[src/hw/rtl/dlg_pkg.sv]
// Shared types, constants and helper functions for the layer geometry block.
// Used by every module under hw/rtl; no dependencies of its own.
package dlg_pkg;

  localparam int COORD_BITS = 16;
  localparam int DIM_BITS   = 14;
  localparam int IW         = (COORD_BITS > DIM_BITS ? COORD_BITS : DIM_BITS) + 4;
  localparam int PROD_BITS  = 2 * DIM_BITS;
  localparam int DIV_STAGES = DIM_BITS;
  localparam int MQ_DEPTH   = 4;
  localparam int MQ_AW      = $clog2(MQ_DEPTH);
  localparam int MQ_CW      = $clog2(MQ_DEPTH + 1);
  localparam int OUT_DEPTH  = 32;
  localparam int OUT_AW     = $clog2(OUT_DEPTH);
  localparam int OUT_CW     = $clog2(OUT_DEPTH + 1);

  localparam logic [1:0] REG_SCREEN_W   = 2'd0;
  localparam logic [1:0] REG_SCREEN_H   = 2'd1;
  localparam logic [1:0] REG_SCREEN_ROT = 2'd2;

  localparam logic [1:0] ROT_0   = 2'd0;
  localparam logic [1:0] ROT_90  = 2'd1;
  localparam logic [1:0] ROT_180 = 2'd2;
  localparam logic [1:0] ROT_270 = 2'd3;

  typedef logic [DIM_BITS-1:0]   dim_t;
  typedef logic signed [IW-1:0]  crd_t;
  typedef logic [PROD_BITS-1:0]  prod_t;

  typedef struct packed {
    dim_t       w;
    dim_t       h;
    logic [1:0] rot;
  } cfg_t;

  typedef struct packed {
    crd_t       dx;
    crd_t       dy;
    dim_t       dw;
    dim_t       dh;
    dim_t       sx;
    dim_t       sy;
    dim_t       sw;
    dim_t       sh;
    logic [1:0] xform;
    logic       crop;
    logic       disp;
  } rot_t;

  typedef struct packed {
    crd_t       dx;
    crd_t       dy;
    dim_t       dw;
    dim_t       dh;
    dim_t       odw;
    dim_t       odh;
    dim_t       ox;
    dim_t       oy;
    dim_t       sx;
    dim_t       sy;
    dim_t       sw;
    dim_t       sh;
    logic [1:0] xform;
    logic       crop;
    logic       rescale;
    logic       res_empty;
    logic       dst_empty;
  } mid_t;

  typedef struct packed {
    logic [COORD_BITS-1:0] dst_x;
    logic [COORD_BITS-1:0] dst_y;
    dim_t                  dst_w;
    dim_t                  dst_h;
    dim_t                  src_x;
    dim_t                  src_y;
    dim_t                  src_w;
    dim_t                  src_h;
    logic [1:0]            xform;
  } res_t;

  typedef struct packed {
    dim_t rem;
    dim_t lo;
    dim_t q;
    dim_t den;
  } dv_t;

  function automatic dv_t div_step(dv_t a);
    dv_t                 o;
    logic [DIM_BITS:0]   r;
    logic                ge;
    r     = {a.rem, a.lo[DIM_BITS-1]};
    ge    = (r >= {1'b0, a.den});
    o.den = a.den;
    o.rem = ge ? DIM_BITS'(r - {1'b0, a.den}) : r[DIM_BITS-1:0];
    o.lo  = {a.lo[DIM_BITS-2:0], 1'b0};
    o.q   = {a.q[DIM_BITS-2:0], ge};
    return o;
  endfunction

  function automatic logic [COORD_BITS-1:0] sat_coord(crd_t v);
    crd_t hi;
    crd_t lo;
    hi = crd_t'((longint'(1) << (COORD_BITS - 1)) - 1);
    lo = -hi - crd_t'(1);
    if (v > hi) begin
      return hi[COORD_BITS-1:0];
    end else if (v < lo) begin
      return lo[COORD_BITS-1:0];
    end
    return v[COORD_BITS-1:0];
  endfunction

endpackage

[src/hw/rtl/dlg_mq.sv]
// Short word queue between the front end and the arithmetic back end.
// Depends on dlg_pkg (mid_t, queue depth).
module dlg_mq (
  input  logic          clk,
  input  logic          rst_n,
  input  logic          push,
  input  dlg_pkg::mid_t din,
  output logic          full,
  input  logic          pop,
  output logic          vld,
  output dlg_pkg::mid_t dout
);

  dlg_pkg::mid_t                mem_r [dlg_pkg::MQ_DEPTH];
  logic [dlg_pkg::MQ_AW-1:0]    wp_r, rp_r;
  logic [dlg_pkg::MQ_CW-1:0]    cnt_r;

  assign full = (cnt_r == dlg_pkg::MQ_CW'(dlg_pkg::MQ_DEPTH));
  assign vld  = (cnt_r != '0);
  assign dout = mem_r[rp_r];

  always_ff @(posedge clk) begin
    if (!rst_n) begin
      wp_r  <= '0;
      rp_r  <= '0;
      cnt_r <= '0;
    end else begin
      if (push) wp_r <= wp_r + 1'b1;
      if (pop)  rp_r <= rp_r + 1'b1;
      cnt_r <= cnt_r + dlg_pkg::MQ_CW'(push) - dlg_pkg::MQ_CW'(pop);
    end
  end

  always_ff @(posedge clk) begin
    if (push) mem_r[wp_r] <= din;
  end

endmodule

[config.mk]
export PLATFORM = sky130hd
export DESIGN_NAME = dlg_mq
export DESIGN_NICKNAME = d
export VERILOG_FILES = /design/src/hw/rtl/dlg_pkg.sv /design/src/hw/rtl/dlg_mq.sv
export SDC_FILE = /design/constraint.sdc
export NUM_CORES = 1
export LEC_CHECK = 0
export BUFFER_PORTS_ARGS = -buffer_cell sky130_fd_sc_hd__buf_2
export CORE_UTILIZATION = 61
export CTS_CLUSTER_DIAMETER = 120
export CTS_CLUSTER_SIZE = 16
export DETAILED_ROUTE_END_ITERATION = 7
export PLACE_DENSITY = 0.81
export SKIP_CTS_REPAIR_TIMING = 1
export SYNTH_ARGS = -nofsm -noshare
export SYNTH_HDL_FRONTEND = slang
export SYNTH_SLANG_ARGS = --single-unit
[constraint.sdc]
create_clock -name clk -period 16.55 [get_ports clk]
set_input_delay 0.8275 -clock clk [delete_from_list [all_inputs] [get_ports clk]]
set_output_delay 0.8275 -clock clk [all_outputs]
set_load 0.02 [all_outputs]
==> results.sh <==
export IMPL_fin_skew_ns=0.0160
export IMPL_power_mw=3.84
export IMPL_status="complete, no violations"
export IMPL_rows=77
export IMPL_p_leak_nw=10.3
export IMPL_syn_nets=1212
export IMPL_slew_headroom=0.273
export IMPL_rsz0062_at_grt="no"
export IMPL_worstPathArrival_ns=3.21
export IMPL_finalHoldViolCount=0
export IMPL_cts_made_buffers=53
export IMPL_vdd_ir_drop_max_uv=109
export IMPL_postPlaceCellArea_um2=29700
export IMPL_clockPowerShare=0.307
export IMPL_io_buffer_count=377
export IMPL_htreeDepth=2
export IMPL_avgSynthCellArea_um2=26.9
export IMPL_syn_inst=1015
export IMPL_grt_first_pass_wirelength_mm=75.8
export IMPL_yosys_area_top_type="edfxtp_1"
export IMPL_maxCapViolCount=0
export IMPL_grt_usage=0.232
export IMPL_antenna_left=0
export IMPL_io_pins=378
export IMPL_cts_root_buf="clkbuf_16"
export IMPL_netlist_top_cells_area="edfxtp_1, mux4_2, buf_6"
export IMPL_dp_slack_ns=12.99
export IMPL_drv_slew=0
export IMPL_p_seq_frac=0.580
export IMPL_clkLatencyLatePin_ns=0.58
export IMPL_initial_core_util=0.618
export IMPL_hpwl_mm=31.1
export IMPL_finalWorstSetupSlack_ns=12.51
export IMPL_grt_max_degree=99
export IMPL_ys_seq_elements=753
export IMPL_dieArea_um2=45600
export IMPL_clk_path_buf_depth=3
export IMPL_wire_per_inst_um=25.9
export IMPL_drive_gt1_frac=0.440
export IMPL_clk_pin_slew_ns=0.07
export IMPL_clock_sinks=753
export IMPL_hold_path_class="in2reg"
export IMPL_antenna_found_initial=18
export IMPL_worst_pin_slew_ns=1.09
export IMPL_place_gp_congestion=0.767
export IMPL_core_um2=44100
export IMPL_comb_power_share=0.113
export IMPL_drt_wl_total_mm=53.2
export IMPL_routed_via_density=5.95
export IMPL_final_setup_tns_ns=0
export IMPL_die_height_um=213
export IMPL_p_sw_mw=0.877
export IMPL_syn_to_final_growth_pct=14.4
export IMPL_switching_share=0.229
export IMPL_nNetsFinal=1616
export IMPL_yosysTopAreaCellShare=0.819
export IMPL_fmax_ghz=0.248
export IMPL_first_global_vias=12600
export IMPL_postLayoutCoreUtil=0.708
export IMPL_final_area_um2=31200
export IMPL_end_kind="output port"
export IMPL_power_density_nw_per_um2=123
export IMPL_cp_max_fo=68
export IMPL_ys_types=19
export IMPL_drt_iter0_drc=980
export IMPL_internal_power_mw=2.96
export IMPL_yosysWarnings=0
export IMPL_cp_required_ns=15.72
export IMPL_drt_pass1_iter_count=5
export IMPL_syn_area_um2=27300
export IMPL_startpoint_type="register"
export IMPL_overflow=0
export IMPL_vias=12200
export IMPL_drcViolationCount=0
export IMPL_cts_tree="built"
export IMPL_period_needed_ns=4.04
export IMPL_finalCritPeriodShare=0.244
export IMPL_finalSetupViolCount=0
export IMPL_die_width_um=213
export IMPL_worstSetupPathType="reg2out"
export IMPL_seq_area_frac_synth=0.825
registers in the layout, indices dropped and copies added, names as in the netlist, named ones only:
| register | cells |
|---|---|
| cnt_r | 3 |
| rp_r | 2 |
| mem_r | 744 |
| wp_r | 2 |
final cells by class:
cell class | count | area [µm²]
Sequential cell | 753 | 22500
Fill cell | 2565 | 12900
Multi-Input combinational cell | 213 | 4440
Timing Repair Buffer | 391 | 2000
Clock buffer | 84 | 1440
Tap cell | 592 | 741
Antenna cell | 11 | 27.5
Inverter | 7 | 26.3
Clock inverter | 1 | 16.3
cells in the final DEF, fill, tap and decap left out:
cell type,count
ha_1,6
dfxtp_1,7
or3_1,1
mux4_2,186
buf_4,13
buf_12,1
edfxtp_1,744
clkbuf_1,31
and2_1,2
buf_2,377
clkbuf_16,53
a21bo_2,1
xnor2_1,2
and3_1,1
diode_2,11
xor3_1,1
and2_4,4
fa_1,1
nand3b_1,1
mux2i_1,1
inv_12,1
nor2_1,5
inv_1,7
dfxtp_4,2
a21oi_1,1
power by group through the flow:
stage	clock network [mW]	logic [mW]	registers [mW]
floorplan	0	0.289	2.26
global placement	0	0.427	2.26
finish	1.18	0.432	2.22
detailed placement	0	0.434	2.27
CTS	1.20	0.438	2.23
global route	1.26	0.459	2.23
metrics by stage:
stage | cells | hold slack [ns]
4_1_cts | 2041 | 0.407
5_1_grt | 2049 | 0.420
3_3_place_gp | 1956 | 0.501
3_5_place_dp | 1956 | 0.521
2_1_floorplan | 1015 | 0.499
6_report | 2052 | 0.446
Yosys cell counts, drive strengths merged:
| master | instances |
|---|---|
| mux2i | 1 |
| xnor2 | 2 |
| edfxtp | 744 |
| nand3b | 1 |
| buf | 37 |
| or3 | 1 |
| and3 | 1 |
| clkbuf | 5 |
| ha | 6 |
| a21oi | 1 |
| a21bo | 1 |
| mux4 | 186 |
| xor3 | 1 |
| dfxtp | 9 |
| nor2 | 5 |
| and2 | 6 |
| inv | 7 |
| fa | 1 |
path summary, 6_finish.rpt:
kind	cells past startpoint	endpoint	from	slack [ns]
worst max-delay path	3	dout[62]	register	12.51
worst min-delay path	1	mem_r[3][146]$_DFFE_PP_	din[146]	0.45
worst max register to register	5	mem_r[0][164]$_DFFE_PP_	wp_r[0]$_SDFFE_PN0P_	13.48
worst min register to register	2	register	rp_r[1]$_SDFFE_PN0P_	0.53
critical path: stages, from the launching register on:
cell	delay (ns)
dfxtp_4	1.00
buf_4	0.89
mux4_2	0.46
buf_2	0.18
kinds of logic (layout without fill, tap and decap cells):
logic type,Yosys count,in the layout,share of synthesized area
buffers and inverters,49,483,0.0123
and+or+nand+nor,14,14,0.00280
AOI/OAI and AO/OA,2,2,0.000550
other,0,11,0
xor gates and xnor gates,3,3,0.00151
adders and majority gates,7,7,0.00349
DFF,753,753,0.825
muxes,187,187,0.154
per-layer routing:
metal / GRT usage / up-vias / wire length (µm) / share of wire
li1: - / 5199 / - / -
met1: 0.300 / 6439 / 20400 / 0.38
met2: 0.385 / 458 / 27500 / 0.52
met3: 0.0611 / 97 / 3820 / 0.072
met4: 0.0820 / 18 / 1360 / 0.026
met5: 0 / - / 108 / 0.0020
(Power assumes the default switching activity.)
