===== config.mk =====
export PLATFORM = sky130hd
export DESIGN_NAME = dlg_front
export DESIGN_NICKNAME = d
export VERILOG_FILES = /design/src/hw/rtl/dlg_pkg.sv /design/src/hw/rtl/dlg_front.sv
export SDC_FILE = /design/constraint.sdc
export NUM_CORES = 1
export LEC_CHECK = 0
export ABC_CLOCK_PERIOD_IN_PS = 11350
export CAP_MARGIN = 30
export CORE_MARGIN = 2
export CORE_UTILIZATION = 50
export CTS_BUF_LIST = sky130_fd_sc_hd__clkbuf_4
export DETAILED_ROUTE_END_ITERATION = 6
export DONT_BUFFER_PORTS = 1
export PLACE_DENSITY = 0.61
export SYNTH_ARGS = -nofsm -noshare
export SYNTH_HDL_FRONTEND = slang
export SYNTH_SLANG_ARGS = --single-unit

===== constraint.sdc =====
create_clock -name clk -period 11.35 [get_ports clk]
set_input_delay 0.5675 -clock clk [delete_from_list [all_inputs] [get_ports clk]]
set_output_delay 0.5675 -clock clk [all_outputs]
set_load 0.005 [all_outputs]

===== src/hw/rtl/dlg_pkg.sv =====
// Shared types, constants and helper functions for the layer geometry block.
// Used by every module under hw/rtl; no dependencies of its own.
package dlg_pkg;

  localparam int COORD_BITS = 16;
  localparam int DIM_BITS   = 14;
  localparam int IW         = (COORD_BITS > DIM_BITS ? COORD_BITS : DIM_BITS) + 4;
  localparam int PROD_BITS  = 2 * DIM_BITS;
  localparam int DIV_STAGES = DIM_BITS;
  localparam int MQ_DEPTH   = 4;
  localparam int MQ_AW      = $clog2(MQ_DEPTH);
  localparam int MQ_CW      = $clog2(MQ_DEPTH + 1);
  localparam int OUT_DEPTH  = 32;
  localparam int OUT_AW     = $clog2(OUT_DEPTH);
  localparam int OUT_CW     = $clog2(OUT_DEPTH + 1);

  localparam logic [1:0] REG_SCREEN_W   = 2'd0;
  localparam logic [1:0] REG_SCREEN_H   = 2'd1;
  localparam logic [1:0] REG_SCREEN_ROT = 2'd2;

  localparam logic [1:0] ROT_0   = 2'd0;
  localparam logic [1:0] ROT_90  = 2'd1;
  localparam logic [1:0] ROT_180 = 2'd2;
  localparam logic [1:0] ROT_270 = 2'd3;

  typedef logic [DIM_BITS-1:0]   dim_t;
  typedef logic signed [IW-1:0]  crd_t;
  typedef logic [PROD_BITS-1:0]  prod_t;

  typedef struct packed {
    dim_t       w;
    dim_t       h;
    logic [1:0] rot;
  } cfg_t;

  typedef struct packed {
    crd_t       dx;
    crd_t       dy;
    dim_t       dw;
    dim_t       dh;
    dim_t       sx;
    dim_t       sy;
    dim_t       sw;
    dim_t       sh;
    logic [1:0] xform;
    logic       crop;
    logic       disp;
  } rot_t;

  typedef struct packed {
    crd_t       dx;
    crd_t       dy;
    dim_t       dw;
    dim_t       dh;
    dim_t       odw;
    dim_t       odh;
    dim_t       ox;
    dim_t       oy;
    dim_t       sx;
    dim_t       sy;
    dim_t       sw;
    dim_t       sh;
    logic [1:0] xform;
    logic       crop;
    logic       rescale;
    logic       res_empty;
    logic       dst_empty;
  } mid_t;

  typedef struct packed {
    logic [COORD_BITS-1:0] dst_x;
    logic [COORD_BITS-1:0] dst_y;
    dim_t                  dst_w;
    dim_t                  dst_h;
    dim_t                  src_x;
    dim_t                  src_y;
    dim_t                  src_w;
    dim_t                  src_h;
    logic [1:0]            xform;
  } res_t;

  typedef struct packed {
    dim_t rem;
    dim_t lo;
    dim_t q;
    dim_t den;
  } dv_t;

  function automatic dv_t div_step(dv_t a);
    dv_t                 o;
    logic [DIM_BITS:0]   r;
    logic                ge;
    r     = {a.rem, a.lo[DIM_BITS-1]};
    ge    = (r >= {1'b0, a.den});
    o.den = a.den;
    o.rem = ge ? DIM_BITS'(r - {1'b0, a.den}) : r[DIM_BITS-1:0];
    o.lo  = {a.lo[DIM_BITS-2:0], 1'b0};
    o.q   = {a.q[DIM_BITS-2:0], ge};
    return o;
  endfunction

  function automatic logic [COORD_BITS-1:0] sat_coord(crd_t v);
    crd_t hi;
    crd_t lo;
    hi = crd_t'((longint'(1) << (COORD_BITS - 1)) - 1);
    lo = -hi - crd_t'(1);
    if (v > hi) begin
      return hi[COORD_BITS-1:0];
    end else if (v < lo) begin
      return lo[COORD_BITS-1:0];
    end
    return v[COORD_BITS-1:0];
  endfunction

endpackage


===== src/hw/rtl/dlg_front.sv =====
// Front end: accepts words, rotates the destination, clips it to the panel
// and classifies the rescale case. Depends on dlg_pkg.
module dlg_front (
  input  logic                                clk,
  input  logic                                rst_n,
  input  dlg_pkg::cfg_t                       cfg,
  input  logic                                push,
  output logic                                full,
  input  logic signed [dlg_pkg::COORD_BITS-1:0] in_dst_x,
  input  logic signed [dlg_pkg::COORD_BITS-1:0] in_dst_y,
  input  dlg_pkg::dim_t                       in_dst_w,
  input  dlg_pkg::dim_t                       in_dst_h,
  input  dlg_pkg::dim_t                       in_src_x,
  input  dlg_pkg::dim_t                       in_src_y,
  input  dlg_pkg::dim_t                       in_src_w,
  input  dlg_pkg::dim_t                       in_src_h,
  input  logic [1:0]                          in_surface_rotation,
  input  logic                                in_scale_crop_mode,
  input  logic                                in_is_display_layer,
  output logic                                mq_push,
  output dlg_pkg::mid_t                       mq_din,
  input  logic                                mq_full
);

  logic          en;
  logic          f1_v_r;
  logic          f2_v_r;
  dlg_pkg::rot_t f1_r;
  dlg_pkg::rot_t rot;
  dlg_pkg::mid_t f2_r;
  dlg_pkg::mid_t mid;

  dlg_pkg::crd_t x, y, w, h, bw, bh;
  dlg_pkg::crd_t l, t, ex, ey, rx, ry, cw, ch, offx, offy;
  logic          clip_empty;
  logic          changed;
  dlg_pkg::crd_t lf, tf;
  dlg_pkg::dim_t cwf, chf;

  assign en      = !f2_v_r || !mq_full;
  assign full    = !en;
  assign mq_push = f2_v_r && !mq_full;
  assign mq_din  = f2_r;

  always_comb begin
    x  = dlg_pkg::crd_t'(in_dst_x);
    y  = dlg_pkg::crd_t'(in_dst_y);
    w  = dlg_pkg::crd_t'(in_dst_w);
    h  = dlg_pkg::crd_t'(in_dst_h);
    bw = dlg_pkg::crd_t'(cfg.w);
    bh = dlg_pkg::crd_t'(cfg.h);
    rot.sx    = in_src_x;
    rot.sy    = in_src_y;
    rot.sw    = in_src_w;
    rot.sh    = in_src_h;
    rot.xform = 2'(2'd0 - cfg.rot - in_surface_rotation);
    rot.crop  = in_scale_crop_mode && !in_is_display_layer;
    rot.disp  = in_is_display_layer;
    unique case (cfg.rot)
      dlg_pkg::ROT_90: begin
        rot.dx = y;          rot.dy = bh - x - w; rot.dw = in_dst_h; rot.dh = in_dst_w;
      end
      dlg_pkg::ROT_180: begin
        rot.dx = bw - x - w; rot.dy = bh - y - h; rot.dw = in_dst_w; rot.dh = in_dst_h;
      end
      dlg_pkg::ROT_270: begin
        rot.dx = bw - y - h; rot.dy = x;          rot.dw = in_dst_h; rot.dh = in_dst_w;
      end
      default: begin
        rot.dx = x;          rot.dy = y;          rot.dw = in_dst_w; rot.dh = in_dst_h;
      end
    endcase
  end

  always_comb begin
    l  = (f1_r.dx < 0) ? '0 : f1_r.dx;
    t  = (f1_r.dy < 0) ? '0 : f1_r.dy;
    ex = f1_r.dx + dlg_pkg::crd_t'(f1_r.dw);
    ey = f1_r.dy + dlg_pkg::crd_t'(f1_r.dh);
    rx = (ex < bw) ? ex : bw;
    ry = (ey < bh) ? ey : bh;
    cw = rx - l;
    ch = ry - t;
    clip_empty = (cw <= 0) || (ch <= 0);
    lf  = clip_empty ? '0 : l;
    tf  = clip_empty ? '0 : t;
    cwf = clip_empty ? '0 : cw[dlg_pkg::DIM_BITS-1:0];
    chf = clip_empty ? '0 : ch[dlg_pkg::DIM_BITS-1:0];
    offx = lf - f1_r.dx;
    offy = tf - f1_r.dy;
    changed = !(lf == f1_r.dx && tf == f1_r.dy && cwf == f1_r.dw && chf == f1_r.dh);

    mid.odw       = f1_r.dw;
    mid.odh       = f1_r.dh;
    mid.ox        = clip_empty ? '0 : offx[dlg_pkg::DIM_BITS-1:0];
    mid.oy        = clip_empty ? '0 : offy[dlg_pkg::DIM_BITS-1:0];
    mid.sx        = f1_r.sx;
    mid.sy        = f1_r.sy;
    mid.sw        = f1_r.sw;
    mid.sh        = f1_r.sh;
    mid.xform     = f1_r.xform;
    mid.crop      = f1_r.crop;
    mid.res_empty = (cwf == '0) || (chf == '0);
    mid.dst_empty = (f1_r.dw == '0) || (f1_r.dh == '0);
    mid.rescale   = !f1_r.disp && changed;
    if (mid.rescale) begin
      mid.dx = lf;      mid.dy = tf;      mid.dw = cwf;     mid.dh = chf;
    end else begin
      mid.dx = f1_r.dx; mid.dy = f1_r.dy; mid.dw = f1_r.dw; mid.dh = f1_r.dh;
    end
  end

  always_ff @(posedge clk) begin
    if (!rst_n) begin
      f1_v_r <= 1'b0;
      f2_v_r <= 1'b0;
    end else if (en) begin
      f1_v_r <= push;
      f2_v_r <= f1_v_r;
    end
  end

  always_ff @(posedge clk) begin
    if (en) begin
      f1_r <= rot;
      f2_r <= mid;
    end
  end

endmodule


==> impl_results.md <==
* Outcome: completed
* Number of buffers on the longest clock path at 3
* Summed instance area of the synthesized netlist at around 0.022 mm2
* Number of buffers inserted during clock tree synthesis at 81
* Int Power at approximately 3.4 mW
* Syn Inst Count at 2103
* Most common cell after layout, fill and taps aside: sky130_fd_sc_hd__edfxtp_1
* Total count of max-transition violations in the final report at 0
* Global placer's final weighted congestion at 0.951
* Commonest non-fill, non-tap cells in the layout: 308 x sky130_fd_sc_hd__edfxtp_1, 182 x sky130_fd_sc_hd__ha_1, 179 x sky130_fd_sc_hd__inv_1
* Routed WL at slightly below 70000 um
* Maximum number of pins on one net before global-route repair at 177
* Worst reg2reg setup slack at between 0.5 and 0.6 ns
* Cells on worst reg2reg path at 44
* Die height at roughly 220 um
* Number of enable-type register cells in the synthesized netlist at 308
* Post-DP Area at 0.0230 mm2
* Sequential area share after synthesis at 0.417
* Length of the first detailed-routing pass in iterations at 7
* CP most frequent cell: sky130_fd_sc_hd__a21o_1
* Predominant post-synthesis flop cell: sky130_fd_sc_hd__edfxtp_1
* Routed length on met3 at 5380 um
* Cell row count at 77
* Met1 wire length at 29100 um
* Max-slew headroom at the worst pin at 0.140
* Minimum period implied by the final worst setup slack at 10.78 ns
* Ports placed on the boundary at 342
* Placed wire-length estimate after detailed placement at 52600 um
* Per-cell via count in the routed design at 5.95
* Highest signal layer in the routed design: met4
* Endpoints failing setup at 0
* CORE AREA at roughly 0.044 mm2
* H-Tree Depth at 3
* Clk pin slew, worst setup/hold paths at 0.08 ns
* Endpoint kind of the worst setup timing path: register
* DR vias at 17477
* Max VDD drop at 0.000109 V
* Effective utilization at floorplan at 0.505
* Floorplan die width at 215 um
* CP peak stage delay at 0.55 ns
* Clock skew at 0.0429 ns
* Overflow left after global routing at 0
* Synthesized net count at 2502
* Worst Path Max Fanout at 27
* Worst hold path stage count at 1
* Portion of total power attributed to sequential cells at 0.294
* Power share of the combinational group at 0.544
* Post-layout util at 0.576
* Required arrival time at the worst endpoint at around 12 ns
* Power density over cell area at ~240 mW/mm2
* Via count of the first global-routing pass at 17392
* Share of post-route cells with drive strength above 1 at 0.116
* Final layout net count at approximately 2700
* Fillers at 3873
* Maximum clock rate at 92.8 MHz
* Max-capacitance violation count at 0
* Yosys cell types at 91
* Source-to-sink clock delay at the later pin of the worst-skew pair at 0.81 ns
* Unrepaired setup endpoints after global routing: no
* Relative contribution of the clock network to total power at 0.162
* Total die area at 0.0463 mm2
* Post-synthesis sequential element count at 310
* Initial antenna violation count at 2
* Routed length per instance at between 20 and 25 um
* Number of violations reported at the end of detailed-routing iteration 0 at approximately 1300
* Slowest CP cell: sky130_fd_sc_hd__edfxtp_1
* Net switching power at 2.59 mW
* Worst slack at placement at -0.0713 ns
* Setup slack after layout at 0.569 ns
* CP Data Arrival Time at 11.30 ns
* Clock tree from TritonCTS: built
* Count of buffers from port buffering at 0
* Leakage power figure at 10.7 nW
* Post-Syn Area per Cell at about 11 um2
* Type of the tightest min-delay check: input pin to register
* Final instance area at 0.0254 mm2
* Fraction of the cycle the final worst path needs at 0.950
* Type of the setup path with the least slack: register to register
* Slew at the pin closest to its max-slew limit at 1.29 ns
* Remaining routing DRC violations at 0
* Sw Share at 0.431
* Master cell of the clock root buffer: sky130_fd_sc_hd__clkbuf_4
* Total clock sinks at just over 300
* Count of yosys warnings during synthesis at 0
* First-pass GRT wire length at between 100000 and 150000 um
* Detail Route met2 WL at 31400 um
* Share of flip-flops with an asynchronous set or reset after synthesis at 0
* Synth-to-layout area growth at 14.1%
* Hold Violations, Final at 0
* GRT Util Overall at 0.296
* Startpoint types: register
* Antenna violation net count after detailed routing at 0
==> critical path, delay by kind of cell, from the launching register on <==
kind | cells | cell delay (ns)
compound gates | 21 | 4.45
fa+ha+maj | 6 | 2.02
xor+xnor | 1 | 0.25
flops | 1 | 0.55
buf+inv | 5 | 1.01
simple gates | 9 | 1.55
mux | 2 | 0.65
==> per-stage QoR <==
step	setup TNS, ns	cells	power [mW]	hold WS [ns]
4_1_cts	0	2923	5.97	0.00225
3_5_place_dp	-1.03	2662	4.93	0.405
2_1_floorplan	0	2103	4.00	0.400
3_3_place_gp	0	2662	4.89	0.400
5_1_grt	0	2938	6.46	0.0220
6_report	0	2938	6.03	0.0813
==> area by class of cell <==
type	count	area, um2	area share
Antenna cell	2	5.00	0.000197
Clock buffer	113	848	0.0334
Inverter	182	687	0.0270
Timing Repair Buffer	169	1600	0.0630
Multi-Input combinational cell	1542	12100	0.475
Tap cell	592	741	0.0291
Sequential cell	310	9290	0.365
Clock inverter	28	176	0.00694
==> power groups by stage <==
stage	sequential (mW)	combinational [mW]	clock [mW]
after CTS	1.77	3.19	0.998
after global routing	1.79	3.61	1.07
after global placement	1.80	3.10	0
after detailed placement	1.80	3.13	0
final	1.77	3.28	0.974
after floorplan	1.66	2.34	0
==> cells in the mapped netlist, types with 41 or more instances <==
cell	instances	area (um2)
sky130_fd_sc_hd__fa_1	62	1240
sky130_fd_sc_hd__ha_1	183	2290
sky130_fd_sc_hd__o21ai_0	117	586
sky130_fd_sc_hd__a21o_1	55	413
sky130_fd_sc_hd__nor2_1	178	668
sky130_fd_sc_hd__nor3_1	51	255
sky130_fd_sc_hd__inv_1	180	676
sky130_fd_sc_hd__a21oi_1	126	631
sky130_fd_sc_hd__edfxtp_1	308	9250
sky130_fd_sc_hd__clkbuf_1	41	154
sky130_fd_sc_hd__xnor2_1	75	657
sky130_fd_sc_hd__nand2_1	157	589
==> sequential cells by signal (all words and copies together) (netlist names) <==
| signal | cells |
|---|---|
| f1_r | 124 |
| f1_v_r | 1 |
| f2_v_r | 1 |
| mq_din | 184 |
==> routing by layer <==
layer | vias up | GRT usage
met5 | - | 0
met4 | 0 | 0.143
met3 | 141 | 0.0658
met2 | 772 | 0.466
met1 | 8440 | 0.389
li1 | 8124 | -
==> repair_timing <==
item	CTS	global route
endpoints found under the hold margin	96	0
setup endpoints to repair	18	71
pin swaps	0	2
gates resized for setup	1	13
setup buffers	0	12
hold buffers	120	0
cloned	0	1
==> cell families after synthesis <==
family,Yosys count,share of synthesized area
buffers and inverters,252,0.0449
AO/OA/AOI/OAI,506,0.150
flip-flops,310,0.417
AND/OR/NAND/NOR,600,0.131
multiplexers,82,0.0563
XOR/XNOR,108,0.0425
adder cells (fa/ha/maj),245,0.158
==> worst paths after layout <==
check                               end               start
setup / recovery  mq_din[133]$_DFFE_PN_  f1_r[88]$_DFFE_PN_
hold reg to reg    mq_din[30]$_DFFE_PN_  f1_r[28]$_DFFE_PN_
setup reg to reg  mq_din[133]$_DFFE_PN_  f1_r[88]$_DFFE_PN_
hold / removal       f1_r[99]$_DFFE_PN_        in_dst_y[11]
No activity file was read; power rests on OpenSTA's default activity.
